[config.mk]
export PLATFORM = sky130hd
export DESIGN_NAME = shape_vector_plotter_flat
export DESIGN_NICKNAME = d
export VERILOG_FILES = /design/src/rtl/svp_pkg.sv /design/src/rtl/svp_if.sv /design/src/rtl/shape_vector_plotter.sv /design/src/rtl/svp_datapath.sv /design/src/rtl/svp_ctrl.sv /design/src/flat_wrapper.sv
export SDC_FILE = /design/constraint.sdc
export NUM_CORES = 1
export LEC_CHECK = 0
export BUFFER_PORTS_ARGS = -buffer_cell sky130_fd_sc_hd__buf_2
export CAP_MARGIN = 20
export CELL_PAD_IN_SITES_DETAIL_PLACEMENT = 0
export CELL_PAD_IN_SITES_GLOBAL_PLACEMENT = 2
export CORE_MARGIN = 5
export CORE_UTILIZATION = 35
export CTS_BUF_LIST = sky130_fd_sc_hd__clkbuf_16
export CTS_CLUSTER_DIAMETER = 60
export CTS_CLUSTER_SIZE = 30
export DETAILED_ROUTE_END_ITERATION = 8
export GPL_ROUTABILITY_DRIVEN = 0
export PLACE_DENSITY_LB_ADDON = 0.15
export SKIP_CTS_REPAIR_TIMING = 1
export SKIP_LAST_GASP = 1
export SYNTH_ARGS = -nofsm -noshare
export SYNTH_HDL_FRONTEND = slang
export SYNTH_SLANG_ARGS = --single-unit
[constraint.sdc]
create_clock -name clk -period 3.6 [get_ports clk]
set_clock_uncertainty 0.1 [all_clocks]
set_input_delay 0.72 -clock clk [delete_from_list [all_inputs] [get_ports clk]]
set_output_delay 0.72 -clock clk [all_outputs]
set_load 0.05 [all_outputs]
[src/rtl/svp_pkg.sv]
// ----------------------------------------------------------------------------
// svp_pkg: shared types and constants of the shape vector plotter
// Register indexes, field widths, controller states, command and status.
// ----------------------------------------------------------------------------
package svp_pkg;

	localparam int unsigned SCALE_MAX_DEF = 32;
	localparam int unsigned SCREEN_W_DEF  = 280;
	localparam int unsigned SCREEN_H_DEF  = 192;

	// results per byte are capped here
	localparam int unsigned MAX_OUT = 64;
	localparam int unsigned CNT_W   = $clog2(MAX_OUT + 1);

	localparam int unsigned BYTE_W = 8;
	localparam int unsigned PEN_W  = 16;
	localparam int unsigned X_W    = 9;
	localparam int unsigned Y_W    = 8;
	localparam int unsigned ROT_W  = 8;
	localparam int unsigned SCL_W  = 6;
	localparam int unsigned IDX_W  = 3;
	localparam int unsigned DATA_W = 9;

	typedef enum logic [IDX_W-1:0] {
		REG_START_X  = 3'd0,
		REG_START_Y  = 3'd1,
		REG_ROTATION = 3'd2,
		REG_SCALE    = 3'd3,
		REG_XOR_DRAW = 3'd4
	} reg_idx_t;

	typedef enum logic [1:0] {
		ST_IDLE,
		ST_RUN,
		ST_FLUSH
	} state_t;

	typedef enum logic [1:0] {
		SEC_A,
		SEC_B,
		SEC_C
	} sec_t;

	typedef enum logic [1:0] {
		MOVE_UP    = 2'd0,
		MOVE_RIGHT = 2'd1,
		MOVE_DOWN  = 2'd2,
		MOVE_LEFT  = 2'd3
	} dir_t;

	typedef struct packed {
		logic load;
		logic step;
		logic push_last;
		logic push_done;
	} svp_cmd_t;

	typedef struct packed {
		logic zero;
		logic emit;
		logic pend_v;
		logic slot_free;
		logic sec_end;
		logic more_sec;
	} svp_sts_t;

endpackage

[src/rtl/svp_if.sv]
// ----------------------------------------------------------------------------
// svp_if: request channels of the shape vector plotter
// Input channel carries definition bytes, output channel carries pixels.
// ----------------------------------------------------------------------------
interface svp_in_if;
	import svp_pkg::*;

	logic              valid;
	logic              ready;
	logic [BYTE_W-1:0] shape_byte;

	modport source (output valid, output shape_byte, input ready);
	modport sink   (input valid, input shape_byte, output ready);
endinterface

interface svp_out_if;
	import svp_pkg::*;

	logic           valid;
	logic           ready;
	logic [X_W-1:0] pixel_x;
	logic [Y_W-1:0] pixel_y;
	logic           toggle;
	logic           shape_done;
	logic           last;

	modport source (output valid, output pixel_x, output pixel_y, output toggle,
		output shape_done, output last, input ready);
	modport sink   (input valid, input pixel_x, input pixel_y, input toggle,
		input shape_done, input last, output ready);
endinterface

[src/rtl/shape_vector_plotter.sv]
// ----------------------------------------------------------------------------
// shape_vector_plotter: vector shape drawing from definition bytes
// A byte is taken in the idle state, then the pen steps one section repeat at a time
// (up to 3 * SCALE_MAX repeats), then the flush state releases the final pixel.
// A new byte is taken only after the previous one is through the repeat loop
// of the single pen stepper and its flush; steps wait while the output stalls.
// Reset: registers take their reset values, pen at 0,0, no request held.
// ----------------------------------------------------------------------------
module shape_vector_plotter #(
	parameter int unsigned SCALE_MAX     = svp_pkg::SCALE_MAX_DEF,
	parameter int unsigned SCREEN_WIDTH  = svp_pkg::SCREEN_W_DEF,
	parameter int unsigned SCREEN_HEIGHT = svp_pkg::SCREEN_H_DEF
) (
	input  logic                       clk,
	input  logic                       arst_n,
	input  logic                       cfg_we,
	input  logic [svp_pkg::IDX_W-1:0]  cfg_idx,
	input  logic [svp_pkg::DATA_W-1:0] cfg_data,
	svp_in_if.sink                     in_ch,
	svp_out_if.source                  out_ch
);
	import svp_pkg::*;

	svp_cmd_t cmd;
	svp_sts_t sts;
	logic     in_ready;

	assign in_ch.ready = in_ready;

	svp_ctrl u_ctrl (
		.clk      (clk),
		.arst_n   (arst_n),
		.in_valid (in_ch.valid),
		.in_ready (in_ready),
		.sts      (sts),
		.cmd      (cmd)
	);

	svp_datapath #(
		.SCALE_MAX     (SCALE_MAX),
		.SCREEN_WIDTH  (SCREEN_WIDTH),
		.SCREEN_HEIGHT (SCREEN_HEIGHT)
	) u_datapath (
		.clk        (clk),
		.arst_n     (arst_n),
		.cfg_we     (cfg_we),
		.cfg_idx    (cfg_idx),
		.cfg_data   (cfg_data),
		.shape_byte (in_ch.shape_byte),
		.cmd        (cmd),
		.sts        (sts),
		.out_ch     (out_ch)
	);

endmodule

[src/rtl/svp_datapath.sv]
// ----------------------------------------------------------------------------
// svp_datapath: pen, section sequencing and result registers
// Holds the configuration, steps the pen one repeat per command, keeps one
// pending pixel so the last flag can be set, and drives the output register.
// ----------------------------------------------------------------------------
module svp_datapath #(
	parameter int unsigned SCALE_MAX     = svp_pkg::SCALE_MAX_DEF,
	parameter int unsigned SCREEN_WIDTH  = svp_pkg::SCREEN_W_DEF,
	parameter int unsigned SCREEN_HEIGHT = svp_pkg::SCREEN_H_DEF
) (
	input  logic                        clk,
	input  logic                        arst_n,
	input  logic                        cfg_we,
	input  logic [svp_pkg::IDX_W-1:0]   cfg_idx,
	input  logic [svp_pkg::DATA_W-1:0]  cfg_data,
	input  logic [svp_pkg::BYTE_W-1:0]  shape_byte,
	input  svp_pkg::svp_cmd_t           cmd,
	output svp_pkg::svp_sts_t           sts,
	svp_out_if.source                   out_ch
);
	import svp_pkg::*;

	localparam int unsigned REP_W = (SCALE_MAX > 1) ? $clog2(SCALE_MAX) : 1;

	logic [X_W-1:0]    start_x_q;
	logic [Y_W-1:0]    start_y_q;
	logic [ROT_W-1:0]  rot_q;
	logic [SCL_W-1:0]  scale_q;
	logic              xor_q;
	logic [PEN_W-1:0]  pen_x_q;
	logic [PEN_W-1:0]  pen_y_q;
	logic [BYTE_W-1:0] byte_q;
	sec_t              sec_q;
	logic [REP_W-1:0]  rep_q;
	logic [CNT_W-1:0]  cnt_q;
	logic              pend_v_q;
	logic [X_W-1:0]    pend_x_q;
	logic [Y_W-1:0]    pend_y_q;
	logic              pend_t_q;
	logic              ovalid_q;
	logic [X_W-1:0]    ox_q;
	logic [Y_W-1:0]    oy_q;
	logic              ot_q;
	logic              odone_q;
	logic              olast_q;

	logic [REP_W-1:0]  reps_m1;
	logic [6:0]        rot_sum;
	logic [1:0]        quad;
	logic [1:0]        raw_dir;
	dir_t              dir;
	logic              plot;
	logic              more_sec;
	logic              on_screen;
	logic              emit;
	logic              push_pend;
	logic              slot_free;

	// repeat count minus one, scale clamped to 1..SCALE_MAX
	always_comb begin
		if (scale_q == '0) begin
			reps_m1 = '0;
		end else if (int'(scale_q) > int'(SCALE_MAX)) begin
			reps_m1 = REP_W'(SCALE_MAX - 1);
		end else begin
			reps_m1 = REP_W'(scale_q - SCL_W'(1));
		end
	end

	assign rot_sum = {1'b0, rot_q[5:0]} + 7'd8;
	assign quad    = rot_sum[5:4];

	always_comb begin
		case (sec_q)
			SEC_A: begin
				raw_dir  = byte_q[1:0];
				plot     = byte_q[2];
				more_sec = byte_q[7:3] != '0;
			end
			SEC_B: begin
				raw_dir  = byte_q[4:3];
				plot     = byte_q[5];
				more_sec = byte_q[7:6] != '0;
			end
			default: begin
				raw_dir  = byte_q[7:6];
				plot     = 1'b0;
				more_sec = 1'b0;
			end
		endcase
	end

	assign dir = dir_t'(raw_dir + quad);

	assign on_screen = !pen_x_q[PEN_W-1] && (pen_x_q < PEN_W'(SCREEN_WIDTH)) &&
		!pen_y_q[PEN_W-1] && (pen_y_q < PEN_W'(SCREEN_HEIGHT));
	assign emit      = plot && on_screen && (cnt_q < CNT_W'(MAX_OUT));
	assign slot_free = !ovalid_q || out_ch.ready;
	assign push_pend = cmd.step && emit && pend_v_q;

	assign sts.zero      = byte_q == '0;
	assign sts.emit      = emit;
	assign sts.pend_v    = pend_v_q;
	assign sts.slot_free = slot_free;
	assign sts.sec_end   = rep_q == reps_m1;
	assign sts.more_sec  = more_sec;

	// configuration and pen
	always_ff @(posedge clk or negedge arst_n) begin
		if (!arst_n) begin
			start_x_q <= '0;
			start_y_q <= '0;
			rot_q     <= '0;
			scale_q   <= SCL_W'(1);
			xor_q     <= 1'b0;
			pen_x_q   <= '0;
			pen_y_q   <= '0;
		end else begin
			if (cfg_we) begin
				case (cfg_idx)
					REG_START_X: begin
						start_x_q <= cfg_data[X_W-1:0];
						pen_x_q   <= PEN_W'(cfg_data[X_W-1:0]);
					end
					REG_START_Y: begin
						start_y_q <= cfg_data[Y_W-1:0];
						pen_y_q   <= PEN_W'(cfg_data[Y_W-1:0]);
					end
					REG_ROTATION: rot_q   <= cfg_data[ROT_W-1:0];
					REG_SCALE:    scale_q <= cfg_data[SCL_W-1:0];
					REG_XOR_DRAW: xor_q   <= cfg_data[0];
					default: ;
				endcase
			end
			if (cmd.push_done) begin
				pen_x_q <= PEN_W'(start_x_q);
				pen_y_q <= PEN_W'(start_y_q);
			end else if (cmd.step) begin
				case (dir)
					MOVE_UP:    pen_y_q <= pen_y_q - PEN_W'(1);
					MOVE_RIGHT: pen_x_q <= pen_x_q + PEN_W'(1);
					MOVE_DOWN:  pen_y_q <= pen_y_q + PEN_W'(1);
					default:    pen_x_q <= pen_x_q - PEN_W'(1);
				endcase
			end
		end
	end

	// sequencing and pending pixel
	always_ff @(posedge clk or negedge arst_n) begin
		if (!arst_n) begin
			sec_q    <= SEC_A;
			rep_q    <= '0;
			cnt_q    <= '0;
			pend_v_q <= 1'b0;
		end else begin
			if (cmd.load) begin
				sec_q    <= SEC_A;
				rep_q    <= '0;
				cnt_q    <= '0;
				pend_v_q <= 1'b0;
			end else if (cmd.step) begin
				if (emit) begin
					pend_v_q <= 1'b1;
					cnt_q    <= cnt_q + CNT_W'(1);
				end
				if (rep_q == reps_m1) begin
					rep_q <= '0;
					case (sec_q)
						SEC_A:   sec_q <= SEC_B;
						default: sec_q <= SEC_C;
					endcase
				end else begin
					rep_q <= rep_q + REP_W'(1);
				end
			end else if (cmd.push_last) begin
				pend_v_q <= 1'b0;
			end
		end
	end

	always_ff @(posedge clk) begin
		if (cmd.load) begin
			byte_q <= shape_byte;
		end
		if (cmd.step && emit) begin
			pend_x_q <= pen_x_q[X_W-1:0];
			pend_y_q <= pen_y_q[Y_W-1:0];
			pend_t_q <= xor_q;
		end
	end

	// output register
	always_ff @(posedge clk or negedge arst_n) begin
		if (!arst_n) begin
			ovalid_q <= 1'b0;
		end else if (push_pend || cmd.push_last || cmd.push_done) begin
			ovalid_q <= 1'b1;
		end else if (out_ch.ready) begin
			ovalid_q <= 1'b0;
		end
	end

	always_ff @(posedge clk) begin
		if (cmd.push_done) begin
			ox_q    <= '0;
			oy_q    <= '0;
			ot_q    <= 1'b0;
			odone_q <= 1'b1;
			olast_q <= 1'b1;
		end else if (push_pend || cmd.push_last) begin
			ox_q    <= pend_x_q;
			oy_q    <= pend_y_q;
			ot_q    <= pend_t_q;
			odone_q <= 1'b0;
			olast_q <= cmd.push_last;
		end
	end

	assign out_ch.valid      = ovalid_q;
	assign out_ch.pixel_x    = ox_q;
	assign out_ch.pixel_y    = oy_q;
	assign out_ch.toggle     = ot_q;
	assign out_ch.shape_done = odone_q;
	assign out_ch.last       = olast_q;

	a_cnt_cap: assert property (@(posedge clk) disable iff (!arst_n)
		cnt_q <= CNT_W'(MAX_OUT))
		else $error("result count past cap");

	a_no_overwrite: assert property (@(posedge clk) disable iff (!arst_n)
		(push_pend || cmd.push_last || cmd.push_done) |-> slot_free)
		else $error("output register overwritten while held");

endmodule

[src/rtl/svp_ctrl.sv]
// ----------------------------------------------------------------------------
// svp_ctrl: sequencing state machine of the shape vector plotter
// Takes a byte, steps the datapath one repeat a cycle while the output slot
// allows, flushes the pending pixel with its last flag, and handles the end-of-shape byte.
// ----------------------------------------------------------------------------
module svp_ctrl (
	input  logic              clk,
	input  logic              arst_n,
	input  logic              in_valid,
	output logic              in_ready,
	input  svp_pkg::svp_sts_t sts,
	output svp_pkg::svp_cmd_t cmd
);
	import svp_pkg::*;

	state_t state_q;
	state_t state_d;

	always_ff @(posedge clk or negedge arst_n) begin
		if (!arst_n) begin
			state_q <= ST_IDLE;
		end else begin
			state_q <= state_d;
		end
	end

	always_comb begin
		state_d  = state_q;
		cmd      = '0;
		in_ready = 1'b0;
		case (state_q)
			ST_IDLE: begin
				in_ready = 1'b1;
				if (in_valid) begin
					cmd.load = 1'b1;
					state_d  = ST_RUN;
				end
			end
			ST_RUN: begin
				if (sts.zero) begin
					if (sts.slot_free) begin
						cmd.push_done = 1'b1;
						state_d       = ST_IDLE;
					end
				end else if (!(sts.emit && sts.pend_v && !sts.slot_free)) begin
					cmd.step = 1'b1;
					if (sts.sec_end && !sts.more_sec) begin
						state_d = ST_FLUSH;
					end
				end
			end
			ST_FLUSH: begin
				if (!sts.pend_v) begin
					state_d = ST_IDLE;
				end else if (sts.slot_free) begin
					cmd.push_last = 1'b1;
					state_d       = ST_IDLE;
				end
			end
			default: state_d = ST_IDLE;
		endcase
	end

	a_cmd_excl: assert property (@(posedge clk) disable iff (!arst_n)
		$onehot0({cmd.load, cmd.step, cmd.push_last, cmd.push_done}))
		else $error("conflicting datapath commands");

	a_flush_empties: assert property (@(posedge clk) disable iff (!arst_n)
		(state_q == ST_FLUSH && state_d == ST_IDLE) |=> !sts.pend_v)
		else $error("pending pixel left after flush");

endmodule
[src/flat_wrapper.sv]
// flat-port wrapper written by rule: the top's interface ports become plain ports
module shape_vector_plotter_flat import svp_pkg::*;
#(
	parameter int unsigned SCALE_MAX     = svp_pkg::SCALE_MAX_DEF,
	parameter int unsigned SCREEN_WIDTH  = svp_pkg::SCREEN_W_DEF,
	parameter int unsigned SCREEN_HEIGHT = svp_pkg::SCREEN_H_DEF
)
  (clk, arst_n, cfg_we, cfg_idx, cfg_data, in_ch_valid, in_ch_shape_byte, in_ch_ready, out_ch_valid, out_ch_pixel_x, out_ch_pixel_y, out_ch_toggle, out_ch_shape_done, out_ch_last, out_ch_ready);
  svp_in_if in_ch_i ();
  svp_out_if out_ch_i ();
  input  logic clk;
  input  logic arst_n;
  input  logic cfg_we;
  input  logic [svp_pkg::IDX_W-1:0] cfg_idx;
  input  logic [svp_pkg::DATA_W-1:0] cfg_data;
  input wire logic [$bits(in_ch_i.valid)-1:0] in_ch_valid;
  input wire logic [$bits(in_ch_i.shape_byte)-1:0] in_ch_shape_byte;
  output wire logic [$bits(in_ch_i.ready)-1:0] in_ch_ready;
  output wire logic [$bits(out_ch_i.valid)-1:0] out_ch_valid;
  output wire logic [$bits(out_ch_i.pixel_x)-1:0] out_ch_pixel_x;
  output wire logic [$bits(out_ch_i.pixel_y)-1:0] out_ch_pixel_y;
  output wire logic [$bits(out_ch_i.toggle)-1:0] out_ch_toggle;
  output wire logic [$bits(out_ch_i.shape_done)-1:0] out_ch_shape_done;
  output wire logic [$bits(out_ch_i.last)-1:0] out_ch_last;
  input wire logic [$bits(out_ch_i.ready)-1:0] out_ch_ready;
  assign in_ch_i.valid = in_ch_valid;
  assign in_ch_i.shape_byte = in_ch_shape_byte;
  assign in_ch_ready = in_ch_i.ready;
  assign out_ch_valid = out_ch_i.valid;
  assign out_ch_pixel_x = out_ch_i.pixel_x;
  assign out_ch_pixel_y = out_ch_i.pixel_y;
  assign out_ch_toggle = out_ch_i.toggle;
  assign out_ch_shape_done = out_ch_i.shape_done;
  assign out_ch_last = out_ch_i.last;
  assign out_ch_i.ready = out_ch_ready;
  shape_vector_plotter #(.SCALE_MAX(SCALE_MAX), .SCREEN_WIDTH(SCREEN_WIDTH), .SCREEN_HEIGHT(SCREEN_HEIGHT)) u_core (.clk(clk), .arst_n(arst_n), .cfg_we(cfg_we), .cfg_idx(cfg_idx), .cfg_data(cfg_data), .in_ch(in_ch_i), .out_ch(out_ch_i));
endmodule
---- Yosys cells after proc, flatten, opt, wreduce, memory -nomap -nowiden ----
Index checks and enable logic that the tools add are counted.
word-level totals
  register bits ........................... 126
  word-level logic and storage cells ...... 139
operators by class
  add/sub/neg operators ................... 9
  order comparisons ....................... 4
  equal/unequal tests ..................... 14
  muxes and demuxes ....................... 49
  reduce and logical (&&, ||, !) cells .... 41
operators with widths
  operator                 count
  $mux W16                 8
  $pmux W16 S2             2
  $add A16 B1 Y16 const B  2
  $sub A16 B1 Y16 const B  2
  $mux W5                  5
  $mux W7                  3
  $mux W2                  10
  $mux W1                  17
  $lt A16 B8 Y1 const B    1
  $lt A16 B9 Y1 const B    1
  $reduce_and A2 Y1        8
  $logic_and A1 B1 Y1      10
  $reduce_bool A2 Y1       5
  $logic_not A8 Y1         1
  $add A7 B1 Y7 const B    1
  $lt A7 B7 Y1 const B     1
  $add A6 B4 Y6 const B    1
  $eq A2 B1 Y1 const B     3
  $eq A3 B2 Y1 const B     2
  $gt A6 B6 Y1 const B     1
  $logic_not A2 Y1         3
  $logic_not A6 Y1         1
  $ne A3 B2 Y1 const B     2
  $pmux W2 S3              1
  other kinds (18)         26

---- Longest topological paths before layout ----
  word-level depth ........................ 16
  gate-level depth with buffers ........... 17

---- Hierarchy ----
From an unflattened synthesis, not the netlist that was laid out.
second synthesis, totals
  cell total of the unflattened synthesis .. 708
  area total of the unflattened synthesis .. 6791.5 µm²
by module, submodules not included
  module        instances  cells an instance  area an instance (µm²)
  svp_datapath  1          692                6655.1
  svp_ctrl      1          16                 136.4

---- Worst setup path after synthesis ----
OpenSTA, ideal clock, no wires.
  kind .................................... register to register
  start ................................... register u_core.u_datapath.sec_q[0]
  end ..................................... register u_core.u_datapath.pen_y_q[15]
  library setup time ...................... 136 ps
  arrival time ............................ 3705 ps
  required time ........................... 3364 ps
  setup slack ............................. -341 ps
  stages on the path, launching flop included .. 18
  buffers on the path ..................... 1
  period minus slack after synthesis ...... 3941 ps
  cell sequence ........................... dfrtp_1 buf_2 mux2i_1 o21ai_0 ha_1 xor3_1 a211o_1 a21oi_4 inv_1 ha_1 a211oi_1 o21ai_0 a31oi_1 o21bai_1 a311o_1 o311ai_0 mux2i_1 a21oi_1
between the ends
  longest elaborated chain between the ends .. 11
RTL lines
  what                                                   RTL line             text
  start, declared                                        svp_datapath.sv:33   sec_t sec_q;
  start signal, assigned                                 svp_datapath.sv:152  sec_q <= SEC_A;
  start signal, assigned                                 svp_datapath.sv:158  sec_q <= SEC_A;
  start signal, assigned                                 svp_datapath.sv:170  SEC_A: sec_q <= SEC_B;
  branches (longest 9 deep; another with $add A2 B2 Y2)  -
  $mux W16 *                                             svp_datapath.sv:138  end else if (cmd.step) begin
  $mux W16 *                                             svp_datapath.sv:135  if (cmd.push_done) begin
  end signal, assigned                                   svp_datapath.sv:137  pen_y_q <= PEN_W'(start_y_q);
  end signal, assigned                                   svp_datapath.sv:140  MOVE_UP: pen_y_q <= pen_y_q - PEN_W'(1);
  end signal, assigned                                   svp_datapath.sv:142  MOVE_DOWN: pen_y_q <= pen_y_q + PEN_W'(1);
  end, declared                                          svp_datapath.sv:31   logic [PEN_W-1:0] pen_y_q;
Every way passes the cells marked *.
A chain may end at the register's enable or synchronous reset.

---- Worst setup path after layout ----
  start ................................... register u_core.u_datapath.sec_q[0]
  end ..................................... register u_core.u_datapath.pen_x_q[12]
between the ends
  longest elaborated chain between the ends .. 11
RTL lines
  what                                                   RTL line             text
  branches (longest 9 deep; another with $add A2 B2 Y2)  -
  $mux W16 *                                             svp_datapath.sv:138
  $mux W16 *                                             svp_datapath.sv:135
  end signal, assigned                                   svp_datapath.sv:136  pen_x_q <= PEN_W'(start_x_q);
  end signal, assigned                                   svp_datapath.sv:141  MOVE_RIGHT: pen_x_q <= pen_x_q + PEN_W'(1);
  end signal, assigned                                   svp_datapath.sv:143  default: pen_x_q <= pen_x_q - PEN_W'(1);
  end, declared                                          svp_datapath.sv:30   logic [PEN_W-1:0] pen_x_q;
Marks and branches as above.

==> results.cfg <==
[outcome]
status = complete, but fails checks
violations = setup timing

[global_route]
grt_pass1_wl_um = 28400
gr-usage-all-layers = 0.163
grt_pass1_vias = 5446
overflow = 0
antenna_found_initial = 0
grt_max_degree = 55

[timing]
finalSetupTns_ns = -1.36
hold_viol = 0
final-setup-viol-count = 13
min_period_ns = 3.80
tightest_slew_ns = 0.753
period_share = 1.06
fmax_ghz = 0.263
rsz0062_at_grt = yes
drv_slew = 0
relSlewSlack = 0.498
setup_ws_ns = -0.204

[placed_design]
io_buffers = 46
hpwlAfterDp_um = 12900
placed_area_mm2 = 0.00768
dpl.cell_count = 1031

[drt]
drt_iter0_markers = 259
met2_length_um = 8590
met1Wirelength_um = 8550
wl_um = 18000
ant_nets = 0
vias = 5551
viasPerCell = 5.20
wl_met3_um = 581
wire_per_inst_um = 16.9
dr.pass1.iters = 6
top_layer = met4
drcViolationCount = 0

[clock_network]
cts_buffers = 17
root_buffer = clkbuf_16
cts_num_sinks = 123
clkTransAtPathRegs_ns = 0.06
cts.path.max_buffers = 2
cts_htree_levels = 4
clk-insertion-delay-late_ns = 0.42
cts_tree = done

[setup_path]
worstSetupPathType = flop to flop
worstReg2RegStart = u_core.u_datapath.sec_q[0]
cp-start-kind = flop
worstPathArrival_ns = 4.00
reg2reg_to = u_core.u_datapath.pen_x_q[12]
r2r_slack_ns = -0.20
worstSetupEndpointType = flop
crit_path_max_fanout = 8
cp.required_ns = 3.80
worstRegToRegCells = 16

[synthesis]
synth_flop_cell = dfrtp_1
synth.net_count = 768
synth_seq_cells = 123
synth_area_mm2 = 0.00670
netlist_top_cells_count = nand2_1, dfrtp_1, nor2_1
synth_edf_count = 26
yosys_warnings = 0
ys_types = 65
async_reset_ff_frac = 0.626
syn_area_per_cell_um2 = 9.48
ys_seq_area_frac = 0.464
synth_area_leaders = dfrtp_1, edfxtp_1, ha_1, nand2_1, dfxtp_1
synth_area_leader_cell = dfrtp_1
yosysMostFrequentCell = nand2_1
netlist_instances = 707
synth_top_area_share = 0.284

[floorplanning]
die-area_mm2 = 0.0220
ios = 47
dieWidth_um = 148
core_area_mm2 = 0.0188
start_util = 0.357
die_h_um = 148
rows = 50

[cells_and_area]
nFillCells = 1788
diodes = 0
area_growth_pct = 30.4
fin_nets = 881
postLayoutCoreUtil = 0.465
fin_area_mm2 = 0.00873
final_layout_size_suffix_gt1_frac = 0.277
finalNonFillerCells = 1067

[worst_hold_path]
worstHoldPathType = input port to asynchronous set/reset pin

[run]
cap_violations = 0
sequential cells by signal (all words and copies together) (netlist names), 2 cells and up:
signal,cells
u_core.u_datapath.start_x_q,9
u_core.u_datapath.pen_y_q,16
u_core.u_datapath.out_ch.pixel_y,8
u_core.u_datapath.cnt_q,7
u_core.u_datapath.start_y_q,8
u_core.u_datapath.byte_q,8
u_core.u_datapath.pend_y_q,8
u_core.u_ctrl.state_q,2
u_core.u_datapath.rot_q,3
u_core.u_datapath.rep_q,5
u_core.u_datapath.sec_q,2
u_core.u_datapath.pen_x_q,16
u_core.u_datapath.scale_q,6
u_core.u_datapath.out_ch.pixel_x,9
u_core.u_datapath.pend_x_q,9
metrics by stage:
step / setup slack [ns] / hold WS (ns)
floorplan: -0.296 / 0.319
global placement: -0.158 / 0.324
detailed placement: -0.218 / 0.336
CTS: -0.283 / 0.280
global route: -0.386 / 0.296
finish: -0.204 / 0.243
layer usage:
metal,global-route usage,vias up
li1,-,2740
met1,0.222,2703
met2,0.261,88
met3,0.0381,20
met4,0.0453,0
met5,0,-
worst max-delay path, cell delays in order (launching register included):
cell and delay (ns):
dfrtp_1 0.39, mux2i_1 0.12, o21ai_1 0.18, ha_2 0.19, xor3_1 0.23, a211o_1 0.34
buf_6 0.14, nand3_4 0.18, ha_4 0.25, nor2b_4 0.12, o31a_1 0.25, o211ai_1 0.27
a21oi_2 0.11, o311a_1 0.30, or3_1 0.36, nand3_2 0.09, a21oi_2 0.05
kinds of logic (layout without fill, tap and decap cells):
family / count (synthesis) / count (layout) / share of synthesized area
AO/OA/AOI/OAI: 152 / 152 / 0.145
XOR/XNOR: 36 / 36 / 0.0493
adder cells (fa/ha/maj): 36 / 36 / 0.0695
buffers and inverters: 43 / 169 / 0.0275
flip-flops: 123 / 123 / 0.464
multiplexers: 33 / 33 / 0.0514
AND/OR/NAND/NOR: 284 / 284 / 0.193
worst max path at each step:
stage | start | endpoint | slack, ns | cells past startpoint
final | u_core.u_datapath.sec_q[0] | u_core.u_datapath.pen_x_q[12] | -0.20 | 16
after global placement | u_core.u_datapath.sec_q[0] | u_core.u_datapath.pen_y_q[15] | -0.16 | 16
after detailed placement | u_core.u_datapath.sec_q[0] | u_core.u_datapath.pen_x_q[15] | -0.22 | 16
after floorplan | u_core.u_datapath.sec_q[0] | u_core.u_datapath.pen_y_q[15] | -0.30 | 17
after global routing | u_core.u_datapath.sec_q[0] | u_core.u_datapath.pen_y_q[15] | -0.39 | 17
after CTS | u_core.u_datapath.sec_q[0] | u_core.u_datapath.pen_x_q[15] | -0.28 | 16
cell type report:
type | instances | area (um2) | share of cell area
flip-flops and latches | 123 | 3110 | 0.356
inverters | 19 | 75.1 | 0.00860
repair buffers | 118 | 823 | 0.0943
multi-input cells | 541 | 3830 | 0.438
clock buffers | 17 | 425 | 0.0487
clock inverters | 15 | 179 | 0.0205
well taps | 234 | 293 | 0.0335
cell usage in the layout (no fill, tap or decap), types with 5 or more instances in the layout:
| master | count |
|---|---|
| clkbuf_16 | 17 |
| o21ai_2 | 6 |
| mux2_2 | 11 |
| a31oi_4 | 6 |
| or3_1 | 5 |
| ha_1 | 20 |
| nor2_1 | 66 |
| inv_6 | 7 |
| edfxtp_1 | 26 |
| inv_1 | 17 |
| nand2_1 | 112 |
| xor2_1 | 13 |
| o21a_1 | 6 |
| o21ai_0 | 29 |
| xnor2_1 | 21 |
| nand4_1 | 8 |
| ha_4 | 12 |
| a21o_1 | 8 |
| buf_6 | 10 |
| buf_2 | 45 |
| dfxtp_1 | 20 |
| a21oi_2 | 10 |
| dfrtp_1 | 76 |
| nor2b_1 | 6 |
| buf_4 | 62 |
| nand3_1 | 36 |
| nor3_1 | 11 |
| mux2i_1 | 22 |
| o21ai_1 | 7 |
| nand2b_1 | 5 |
| a21oi_1 | 45 |
Power is not shown: default switching activity piles up to over one toggle a cycle in this logic, so the estimate is an artifact.
